==> src/rtl/core/ifp_pkg.sv <==
`timescale 1ns / 1ps

package ifp_pkg;

    localparam int SAMPLE_W = 16;
    localparam int LIMIT_W  = 15;
    localparam int RUN_W    = 8;
    localparam int ADDR_W   = 5;
    localparam int DATA_W   = 32;

    localparam logic [LIMIT_W-1:0] VOLT_LIMIT_RST    = 15'd27153;
    localparam logic [LIMIT_W-1:0] CURR_LIMIT_RST    = 15'd13323;
    localparam logic [RUN_W-1:0]   VOLT_COUNT_RST    = 8'd10;
    localparam logic [RUN_W-1:0]   CURR_COUNT_RST    = 8'd10;
    localparam logic [RUN_W-1:0]   REVERSE_COUNT_RST = 8'd200;
    localparam logic [RUN_W-1:0]   RUN_MAX           = 8'd255;

    // register index, taken from paddr[4:2]
    localparam logic [2:0] REG_VOLT_LIMIT    = 3'd0;
    localparam logic [2:0] REG_CURR_LIMIT    = 3'd1;
    localparam logic [2:0] REG_VOLT_COUNT    = 3'd2;
    localparam logic [2:0] REG_CURR_COUNT    = 3'd3;
    localparam logic [2:0] REG_REVERSE_COUNT = 3'd4;

    localparam logic [1:0] ACT_SAMPLE = 2'd0;
    localparam logic [1:0] ACT_STOP   = 2'd1;
    localparam logic [1:0] ACT_CLEAR  = 2'd2;

    localparam logic [1:0] KIND_NONE      = 2'd0;
    localparam logic [1:0] KIND_OVER_CURR = 2'd1;
    localparam logic [1:0] KIND_OVER_VOLT = 2'd2;
    localparam logic [1:0] KIND_REVERSE   = 2'd3;

    typedef struct packed {
        logic       tripped_now;
        logic [1:0] fault_kind;
        logic       fault_active;
    } status_t;

endpackage

==> src/rtl/core/inverter_fault_protection_core.sv <==
`timescale 1ns / 1ps
// Inverter fault protection: persistence-filtered over-voltage, over-current
// and reverse-power trip with a fault latch.
// Input beats (s_*): tuser carries the action (sample, stop, clear fault),
// tdata carries voltage and current samples. Every input beat gives exactly
// one output beat (m_*) with the fault latch, the recorded cause and a flag
// for a trip on that beat.
// An accepted beat goes to the input register, its result to the result
// register. Throughput: one beat per cycle while the output is not stalled,
// set by the single compare-and-count stage in between. The input side
// keeps accepting while a result waits in the output register, as long as
// the input register can move on; when m_tready is low and both registers
// hold data, s_tready drops until the result is taken. Write limits over
// the APB port only while no beat is in flight; the block does not enforce
// this. Reset (aresetn low, synchronous) empties both registers, clears the
// run counters and the fault latch and restores the default limits.

module inverter_fault_protection_core
    import ifp_pkg::*;
(
    input  logic              aclk,
    input  logic              aresetn,
    input  logic              s_tvalid,
    output logic              s_tready,
    input  logic [31:0]       s_tdata,   // [15:0] voltage_sample, [31:16] current_sample
    input  logic [1:0]        s_tuser,   // [1:0] action
    output logic              m_tvalid,
    input  logic              m_tready,
    output logic [7:0]        m_tdata,   // [0] fault_active, [2:1] fault_kind,
                                         // [3] tripped_now, [7:4] zero
    input  logic              psel,
    input  logic              penable,
    input  logic              pwrite,
    input  logic [ADDR_W-1:0] paddr,
    input  logic [DATA_W-1:0] pwdata,
    output logic [DATA_W-1:0] prdata,
    output logic              pready
);

    logic [LIMIT_W-1:0] volt_limit_reg;
    logic [LIMIT_W-1:0] curr_limit_reg;
    logic [RUN_W-1:0]   volt_count_reg;
    logic [RUN_W-1:0]   curr_count_reg;
    logic [RUN_W-1:0]   reverse_count_reg;

    logic                in_valid_reg;
    logic [1:0]          in_action_reg;
    logic [SAMPLE_W-1:0] in_volt_reg;
    logic [SAMPLE_W-1:0] in_curr_reg;

    logic [RUN_W-1:0] volt_run_reg,    volt_run_next;
    logic [RUN_W-1:0] curr_run_reg,    curr_run_next;
    logic [RUN_W-1:0] reverse_run_reg, reverse_run_next;
    logic             latch_reg,       latch_next;
    logic [1:0]       cause_reg,       cause_next;
    logic             tripped;

    logic    out_valid_reg;
    status_t out_status_reg;

    logic                pipe_adv;
    logic                cfg_wr;
    logic [SAMPLE_W-1:0] volt_mag;
    logic [SAMPLE_W-1:0] curr_mag;
    logic                volt_neg, volt_pos, curr_neg, curr_pos;
    logic                volt_exceed, curr_exceed, reverse;
    logic [RUN_W-1:0]    volt_adv, curr_adv, reverse_adv;

    function automatic logic [RUN_W-1:0] run_step(logic [RUN_W-1:0] run, logic cond);
        logic [RUN_W-1:0] res;
        if (!cond) begin
            res = '0;
        end else if (run == RUN_MAX) begin
            res = RUN_MAX;
        end else begin
            res = run + RUN_W'(1);
        end
        return res;
    endfunction

    assign pipe_adv = in_valid_reg && (!out_valid_reg || m_tready);
    assign s_tready = !in_valid_reg || pipe_adv;
    assign m_tvalid = out_valid_reg;
    assign m_tdata  = {4'b0000, out_status_reg};
    assign pready   = 1'b1;
    assign cfg_wr   = psel && penable && pwrite && pready;

    // configuration registers
    always_ff @(posedge aclk) begin
        if (!aresetn) begin
            volt_limit_reg    <= VOLT_LIMIT_RST;
            curr_limit_reg    <= CURR_LIMIT_RST;
            volt_count_reg    <= VOLT_COUNT_RST;
            curr_count_reg    <= CURR_COUNT_RST;
            reverse_count_reg <= REVERSE_COUNT_RST;
        end else if (cfg_wr) begin
            case (paddr[4:2])
                REG_VOLT_LIMIT:    volt_limit_reg    <= pwdata[LIMIT_W-1:0];
                REG_CURR_LIMIT:    curr_limit_reg    <= pwdata[LIMIT_W-1:0];
                REG_VOLT_COUNT:    volt_count_reg    <= pwdata[RUN_W-1:0];
                REG_CURR_COUNT:    curr_count_reg    <= pwdata[RUN_W-1:0];
                REG_REVERSE_COUNT: reverse_count_reg <= pwdata[RUN_W-1:0];
                default: ;
            endcase
        end
    end

    always_comb begin
        case (paddr[4:2])
            REG_VOLT_LIMIT:    prdata = DATA_W'(volt_limit_reg);
            REG_CURR_LIMIT:    prdata = DATA_W'(curr_limit_reg);
            REG_VOLT_COUNT:    prdata = DATA_W'(volt_count_reg);
            REG_CURR_COUNT:    prdata = DATA_W'(curr_count_reg);
            REG_REVERSE_COUNT: prdata = DATA_W'(reverse_count_reg);
            default:           prdata = '0;
        endcase
    end

    // input register
    always_ff @(posedge aclk) begin
        if (!aresetn) begin
            in_valid_reg <= 1'b0;
        end else if (s_tready) begin
            in_valid_reg <= s_tvalid;
        end
    end

    always_ff @(posedge aclk) begin
        if (s_tvalid && s_tready) begin
            in_action_reg <= s_tuser;
            in_volt_reg   <= s_tdata[15:0];
            in_curr_reg   <= s_tdata[31:16];
        end
    end

    // compare and count
    always_comb begin
        volt_mag    = in_volt_reg[SAMPLE_W-1] ? (~in_volt_reg + SAMPLE_W'(1)) : in_volt_reg;
        curr_mag    = in_curr_reg[SAMPLE_W-1] ? (~in_curr_reg + SAMPLE_W'(1)) : in_curr_reg;
        volt_neg    = in_volt_reg[SAMPLE_W-1];
        curr_neg    = in_curr_reg[SAMPLE_W-1];
        volt_pos    = !volt_neg && (in_volt_reg != '0);
        curr_pos    = !curr_neg && (in_curr_reg != '0);
        volt_exceed = volt_mag > {1'b0, volt_limit_reg};
        curr_exceed = curr_mag > {1'b0, curr_limit_reg};
        reverse     = (volt_neg && curr_pos) || (volt_pos && curr_neg);

        volt_adv    = run_step(volt_run_reg, volt_exceed);
        curr_adv    = run_step(curr_run_reg, curr_exceed);
        reverse_adv = run_step(reverse_run_reg, reverse);

        volt_run_next    = volt_run_reg;
        curr_run_next    = curr_run_reg;
        reverse_run_next = reverse_run_reg;
        latch_next       = latch_reg;
        cause_next       = cause_reg;
        tripped          = 1'b0;

        case (in_action_reg)
            ACT_SAMPLE: begin
                volt_run_next    = volt_adv;
                curr_run_next    = curr_adv;
                reverse_run_next = reverse_adv;
                if (curr_adv >= curr_count_reg) begin
                    curr_run_next = '0;
                    latch_next    = 1'b1;
                    cause_next    = KIND_OVER_CURR;
                    tripped       = 1'b1;
                end
                if (volt_adv >= volt_count_reg) begin
                    volt_run_next = '0;
                    latch_next    = 1'b1;
                    cause_next    = KIND_OVER_VOLT;
                    tripped       = 1'b1;
                end
                if (reverse_adv >= reverse_count_reg) begin
                    reverse_run_next = '0;
                    latch_next       = 1'b1;
                    cause_next       = KIND_REVERSE;
                    tripped          = 1'b1;
                end
            end
            ACT_STOP: begin
                volt_run_next    = '0;
                curr_run_next    = '0;
                reverse_run_next = '0;
            end
            ACT_CLEAR: begin
                latch_next = 1'b0;
                cause_next = KIND_NONE;
            end
            default: ;
        endcase
    end

    always_ff @(posedge aclk) begin
        if (!aresetn) begin
            volt_run_reg    <= '0;
            curr_run_reg    <= '0;
            reverse_run_reg <= '0;
            latch_reg       <= 1'b0;
            cause_reg       <= KIND_NONE;
        end else if (pipe_adv) begin
            volt_run_reg    <= volt_run_next;
            curr_run_reg    <= curr_run_next;
            reverse_run_reg <= reverse_run_next;
            latch_reg       <= latch_next;
            cause_reg       <= cause_next;
        end
    end

    // result register
    always_ff @(posedge aclk) begin
        if (!aresetn) begin
            out_valid_reg <= 1'b0;
        end else if (pipe_adv) begin
            out_valid_reg <= 1'b1;
        end else if (m_tready) begin
            out_valid_reg <= 1'b0;
        end
    end

    always_ff @(posedge aclk) begin
        if (pipe_adv) begin
            out_status_reg.fault_active <= latch_next;
            out_status_reg.fault_kind   <= cause_next;
            out_status_reg.tripped_now  <= tripped;
        end
    end

endmodule

==> config.mk <==
export PLATFORM = sky130hd
export DESIGN_NAME = inverter_fault_protection_core
export DESIGN_NICKNAME = d
export VERILOG_FILES = /design/src/rtl/core/ifp_pkg.sv /design/src/rtl/core/inverter_fault_protection_core.sv
export SDC_FILE = /design/constraint.sdc
export NUM_CORES = 1
export LEC_CHECK = 0
export BUFFER_PORTS_ARGS = -buffer_cell sky130_fd_sc_hd__buf_2
export CAP_MARGIN = 20
export CORE_MARGIN = 2
export CORE_UTILIZATION = 59
export CTS_BUF_LIST = sky130_fd_sc_hd__clkbuf_8
export CTS_CLUSTER_SIZE = 28
export DETAILED_ROUTE_END_ITERATION = 8
export GPL_TIMING_DRIVEN = 0
export PLACE_DENSITY = 0.88
export SETUP_SLACK_MARGIN = 0.02
export SLEW_MARGIN = 20
export SYNTH_ARGS = -nofsm -noshare
export SYNTH_HDL_FRONTEND = slang
export SYNTH_SLANG_ARGS = --single-unit
==> constraint.sdc <==
create_clock -name aclk -period 5.7 [get_ports aclk]
set_clock_uncertainty 0.05 [all_clocks]
set_input_delay 0.285 -clock aclk [delete_from_list [all_inputs] [get_ports aclk]]
set_output_delay 0.285 -clock aclk [all_outputs]
set_load 0.05 [all_outputs]
**Word-level counts from Yosys, hierarchy flattened**

Index checks and enable logic that the tools add are counted.

- $add $sub $neg: 5
- Order comparisons: 5
- Equal/unequal tests: 9
- Multiplexer cells: 28
- Bitwise operators: 2
- Reduce and logical (&&, ||, !) cells: 27

Operators by type and width:

| operator | number |
|---|---|
| $pmux W15 S5 | 1 |
| $mux W8 | 9 |
| $pmux W8 S2 | 3 |
| $add A16 B1 Y16 const B | 2 |
| $gt A16 B15 Y1 | 2 |
| $mux W16 | 2 |
| $not A16 Y16 | 2 |
| $reduce_bool A16 Y1 | 2 |
| $add A8 B1 Y8 const B | 3 |
| $eq A8 B8 Y1 const B | 3 |
| $ge A8 B8 Y1 | 3 |
| $reduce_and A2 Y1 | 6 |
| $logic_and A1 B1 Y1 | 8 |
| $mux W1 | 8 |
| $eq A3 B2 Y1 const B | 2 |
| $mux W2 | 3 |
| $logic_not A1 Y1 | 4 |
| $pmux W2 S2 | 1 |
| $reduce_bool A2 Y1 | 2 |
| $eq A3 B1 Y1 const B | 1 |
| $eq A3 B3 Y1 const B | 1 |
| $logic_not A3 Y1 | 1 |
| $logic_or A1 B1 Y1 | 3 |
| $eq A2 B1 Y1 const B | 1 |
| other kinds (3) | 3 |

- Flip-flop bits (word level): 121
- Input port bits: 78
- Output and inout bits: 43
- Logic and storage cells: 94

**Logic depth before layout (Yosys ltp)**

- Depth after elaboration: 10
- Gate-level depth with buffers: 20
- Gate-level depth less buffers: 20

**Worst setup path before layout**

OpenSTA, ideal clock, no wires.

- Kind: reg2reg
- From: register in_volt_reg[7]
- To: register out_status_reg, in the netlist m_tdata[0], data pin
- Setup time: 0.260 ns
- Arrival time: 4.752 ns
- Required time: 5.390 ns
- Slack: 0.638 ns
- Cell stages (with the launch flop): 19
- Buffers on the path: 0
- Period minus slack after synthesis: 5.062 ns
- Cell sequence: edfxtp_1 -> or4_4 -> or3_1 -> o31ai_1 -> xnor2_1 -> ha_1 -> nand3_1 -> nor3_1 -> a2111oi_0 -> and3_1 -> o21a_1 -> a31oi_1 -> ha_1 -> or4_1 -> a21oi_1 -> o31ai_1 -> a2111oi_0 -> nor2_1 -> a2bb2oi_1

- Word-level cells in the longest chain between the ends: 9
- Elaborated cells on any way between the ends: 15
- Those cells by class: add/sub (1); order compare (3); mux (6); bitwise (1); reduce/logical (4)

Ends and longest elaborated chain:

| item | RTL line | text |
|---|---|---|
| from (decl) | inverter_fault_protection_core.sv:48 | `logic [SAMPLE_W-1:0] in_volt_reg;` |
| from (signal assigned) | inverter_fault_protection_core.sv:131 | `in_volt_reg <= s_tdata[15:0];` |
| $not A16 Y16 | inverter_fault_protection_core.sv:138 | `volt_mag = in_volt_reg[SAMPLE_W-1] ? (~in_volt_reg + SAMPLE_W'(1)) : in_volt_reg;` |
| $add A16 B1 Y16 | inverter_fault_protection_core.sv:138 |  |
| $mux W16 | inverter_fault_protection_core.sv:138 |  |
| $gt A16 B15 Y1 | inverter_fault_protection_core.sv:144 | `volt_exceed = volt_mag > {1'b0, volt_limit_reg};` |
| $mux W8 | inverter_fault_protection_core.sv:71 | `if (!cond) begin` |
| $ge A8 B8 Y1 | inverter_fault_protection_core.sv:170 | `if (volt_adv >= volt_count_reg) begin` |
| $mux W1 | inverter_fault_protection_core.sv:170 |  |
| $mux W1 * | inverter_fault_protection_core.sv:176 | `if (reverse_adv >= reverse_count_reg) begin` |
| $pmux W1 S2 * | inverter_fault_protection_core.sv:159 | `case (in_action_reg)` |
| via latch_next | inverter_fault_protection_core.sv:54 | `logic latch_reg, latch_next;` |
| to (decl) | inverter_fault_protection_core.sv:59 | `status_t out_status_reg;` |

Mark *: on every way through the listed nets, which the timed path passes. The rest lies on a longest branch.
A chain may end at the register's enable or synchronous reset.

**Worst setup path after layout**

Ends and elaborated chain as after synthesis.

==> out/qor.txt <==
OUTCOME
---------------------------------------------------------------------------------------
Status ................................................................... complete, no violations

LAYOUT
---------------------------------------------------------------------------------------
Fraction of final layout cells with drive strength greater than 1 ........       0.1613
Fill cells ...............................................................          882
Number of antenna repair diodes ..........................................            0
Core utilization of the finished layout ..................................       0.7281
Post-layout net count ....................................................        1,153
Area Overhead vs Synth ...................................................       21.26%
Cell Count, Final, Fillers Out ...........................................        1,201

SYNTHESIS
---------------------------------------------------------------------------------------
Netlist cell types .......................................................           66
Portion of the post-synthesis area used by sequential elements ...........       0.3729
Top post-synthesis cells by area ......................................... sky130_fd_sc_hd__dfxtp_1 22%, sky130_fd_sc_hd__edfxtp_1 15%, sky130_fd_sc_hd__ha_1 9.8%, sky130_fd_sc_hd__nand2_1 5.6%, sky130_fd_sc_hd__mux2i_1 5.2%
Netlist Area Pre-Place ................................................... 0.007516 mm^2
Synth Area per Inst ......................................................   8.729 um^2
Cell type with the largest total area after synthesis .................... sky130_fd_sc_hd__dfxtp_1
Cells after synthesis ....................................................          861
Register bit count reported by yosys .....................................          121
Most used flip-flop cell after synthesis ................................. sky130_fd_sc_hd__dfxtp_1
Number of enable-type register cells in the synthesized netlist ..........           38
Yosys top cell area share ................................................       0.2211
Synth async-reset ratio ..................................................            0
Number of warnings issued by yosys .......................................            0

SETUP PATH
---------------------------------------------------------------------------------------
Worst-path fanout max ....................................................            8
Kind of start point of the critical path .................................    flip-flop
Category of the worst setup path capture point ...........................    flip-flop
CP Data Arrival Time .....................................................      5640 ps
Reg2Reg Depth ............................................................           17
Setup CP Type ............................................................   reg -> reg
Required @ worst endpoint ................................................      5850 ps

TIMING
---------------------------------------------------------------------------------------
Min Clock Period, post-route .............................................      5485 ps
Final critical-path setup slack ..........................................     214.5 ps
Worst Tran Pin Value .....................................................      1149 ps
Share of the clock period used by the worst path .........................       0.9624
Number of max-slew violations in the final report ........................            0
Hold violation count in the final report .................................            0
RSZ-0062 raised after global routing .....................................          yes
Final total negative setup slack .........................................         0 ps
Setup violation total in the final timing report .........................            0
Normalized max-slew margin ...............................................       0.2274
Max Clock Freq ...........................................................   0.1823 GHz

CLOCK NETWORK
---------------------------------------------------------------------------------------
H-tree lvl count .........................................................            4
Buffer depth of the longest clock path ...................................            2
Clock tree from TritonCTS ................................................         done
Source-to-sink clock delay at the later pin of the worst-skew pair .......       460 ps
Clock buffers created by TritonCTS .......................................           17
Clock transition at path regs ............................................        70 ps
Clock root cell .......................................................... sky130_fd_sc_hd__clkbuf_8
Number of sinks driven by the clock tree .................................          121

GRT
---------------------------------------------------------------------------------------
Pin count of the biggest net entering global routing .....................           33
Antenna violations before repair .........................................            0
Vias in the first global route ...........................................        6,511
Leftover overflow at the end of global routing ...........................            0
Global-route usage over all layers .......................................       0.2979
First-pass GRT wire length ...............................................    31,320 um

PLACED DESIGN
---------------------------------------------------------------------------------------
Place WS .................................................................    -319.4 ps
Final GP Congestion ......................................................       0.9190
Sum of net half-perimeters after detailed placement ......................    13,670 um
Post-placement cell count ................................................        1,130
Number of buffer cells added on primary ports ............................           76

ROUTE
---------------------------------------------------------------------------------------
Total routed wirelength ..................................................    19,840 um
DR WL/cell ...............................................................     16.52 um
Final routed DRC violation total .........................................            0
Mean number of vias per cell .............................................        5.770
Number of violations reported at the end of detailed-routing iteration 0 .          650
First-pass DRT Iterations ................................................            5
Count of antenna-violating nets left after detailed routing ..............            0
Number of vias in the routed layout ......................................        6,930

POWER AND IR DROP
---------------------------------------------------------------------------------------
Power density normalized to cell area .................................... 230.7 mW/mm^2
Total Power ..............................................................      2102 uW
Largest vdd supply drop ..................................................    0.2053 mV
LEAKAGE ..................................................................  0.003741 uW

FLOW RUN
---------------------------------------------------------------------------------------
Number of max-capacitance violations reported ............................            0

FLOORPLANNING
---------------------------------------------------------------------------------------
Die extent in x ..........................................................     116.9 um
Initial standard-cell utilization of the core ............................       0.6005
Floorplan core area ...................................................... 0.01252 mm^2
Standard-cell row count ..................................................           41
IO Count .................................................................          121
Overall die height .......................................................     116.9 um
Die outline area ......................................................... 0.01366 mm^2

MIN PATH
---------------------------------------------------------------------------------------
Hold path cells ..........................................................            3
Min-Delay Path Class .....................................................    in -> reg

-- worst paths after layout --
path	from	endpoint	slack [ps]
max	in_volt_reg[7]	m_tdata[0]	210
min	s_tvalid	in_valid_reg	30
max reg2reg	in_volt_reg[7]	m_tdata[0]	210
min reg2reg	curr_limit_reg[11]	curr_limit_reg[11]	440
-- cells in the mapped netlist (21+ instances only) --
cell type                  number
sky130_fd_sc_hd__nand2_1      112
sky130_fd_sc_hd__dfxtp_1       83
sky130_fd_sc_hd__inv_1         68
sky130_fd_sc_hd__ha_1          59
sky130_fd_sc_hd__nor2_1        53
sky130_fd_sc_hd__mux2i_1       39
sky130_fd_sc_hd__edfxtp_1      38
sky130_fd_sc_hd__a21oi_1       37
sky130_fd_sc_hd__o21ai_0       33
sky130_fd_sc_hd__nor2b_1       26
sky130_fd_sc_hd__xnor2_1       26
sky130_fd_sc_hd__clkbuf_1      25
sky130_fd_sc_hd__nand3_1       24
sky130_fd_sc_hd__buf_4         22
sky130_fd_sc_hd__o211ai_1      22
sky130_fd_sc_hd__a21boi_0      21
-- per-stage QoR --
step / area, um^2 / hold slack, ps
floorplan: 7591 / 333.9
global placement: 8187 / 406.3
detailed placement: 8208 / 413.1
CTS: 9016 / 2.933
global route: 9114 / 39.15
finish: 9114 / 34.95
-- cell families (layout without fill, tap and decap cells) --
family,after synthesis,count (layout),synth area share
xor+xnor,30,30,0.03496
mux,40,40,0.05494
fa+ha+maj,59,59,0.09822
flops,121,121,0.3729
compound gates,194,194,0.1725
simple gates,293,293,0.1928
other cells,2,22,0.0009992
buf+inv,122,270,0.07275
-- worst max-delay path, cell delays in order (launching register included) --
cell	delay [ps]
sky130_fd_sc_hd__edfxtp_1	460
sky130_fd_sc_hd__or4_4	610
sky130_fd_sc_hd__or3_1	340
sky130_fd_sc_hd__o31ai_1	260
sky130_fd_sc_hd__xnor2_1	110
sky130_fd_sc_hd__ha_1	360
sky130_fd_sc_hd__nand3_1	200
sky130_fd_sc_hd__nor4_2	420
sky130_fd_sc_hd__and4_1	320
sky130_fd_sc_hd__o21a_2	240
sky130_fd_sc_hd__a21oi_1	80
sky130_fd_sc_hd__ha_1	240
sky130_fd_sc_hd__or4_1	530
sky130_fd_sc_hd__a21oi_1	260
sky130_fd_sc_hd__o31ai_4	170
sky130_fd_sc_hd__a2111oi_4	370
sky130_fd_sc_hd__nor2_1	70
sky130_fd_sc_hd__a2bb2oi_1	140
-- layer usage --
layer  part of all wire  GRT usage  routed length (um)  up-vias
met4              0.041     0.1616                 811        0
met3              0.072    0.08136                1432       67
met5                  0          0                   0        -
li1                   -          -                   -     3314
met1               0.41     0.3641                8191     3229
met2               0.47     0.4794                9402      320
-- layout make-up --
class | count | area [um^2] | area share
Buffer | 54 | 291.5 | 0.03199
Clock buffer | 17 | 234.0 | 0.02567
Clock inverter | 15 | 196.4 | 0.02155
Inverter | 68 | 255.2 | 0.02801
Multi-Input combinational cell | 638 | 4335 | 0.4757
Sequential cell | 121 | 2803 | 0.3075
Tap cell | 172 | 215.2 | 0.02361
Timing Repair Buffer | 116 | 783.3 | 0.08594
-- report_power, final --
part           internal, uW  total (uW)  switching [uW]
logic                   123         319             196
clock network           478         854             376
registers               910         930            19.9
total                  1510        2100             592
-- what timing repair did --
action	4_1_cts	5_1_grt
cloned	0	0
pin swaps	0	2
hold buffers	36	0
gates resized for setup	5	12
buffers inserted	0	3
hold endpoints to repair	36	0
setup endpoints to repair	13	22
-- cell usage in the layout, fill, tap and decap left out, drive strengths merged, types with 37 or more instances in the layout --
cell / instances
a21oi: 37
dfxtp: 83
inv: 74
mux2i: 39
clkbuf: 42
edfxtp: 38
ha: 59
nor2: 54
buf: 109
nand2: 113
No activity file was read; power rests on OpenSTA's default activity.
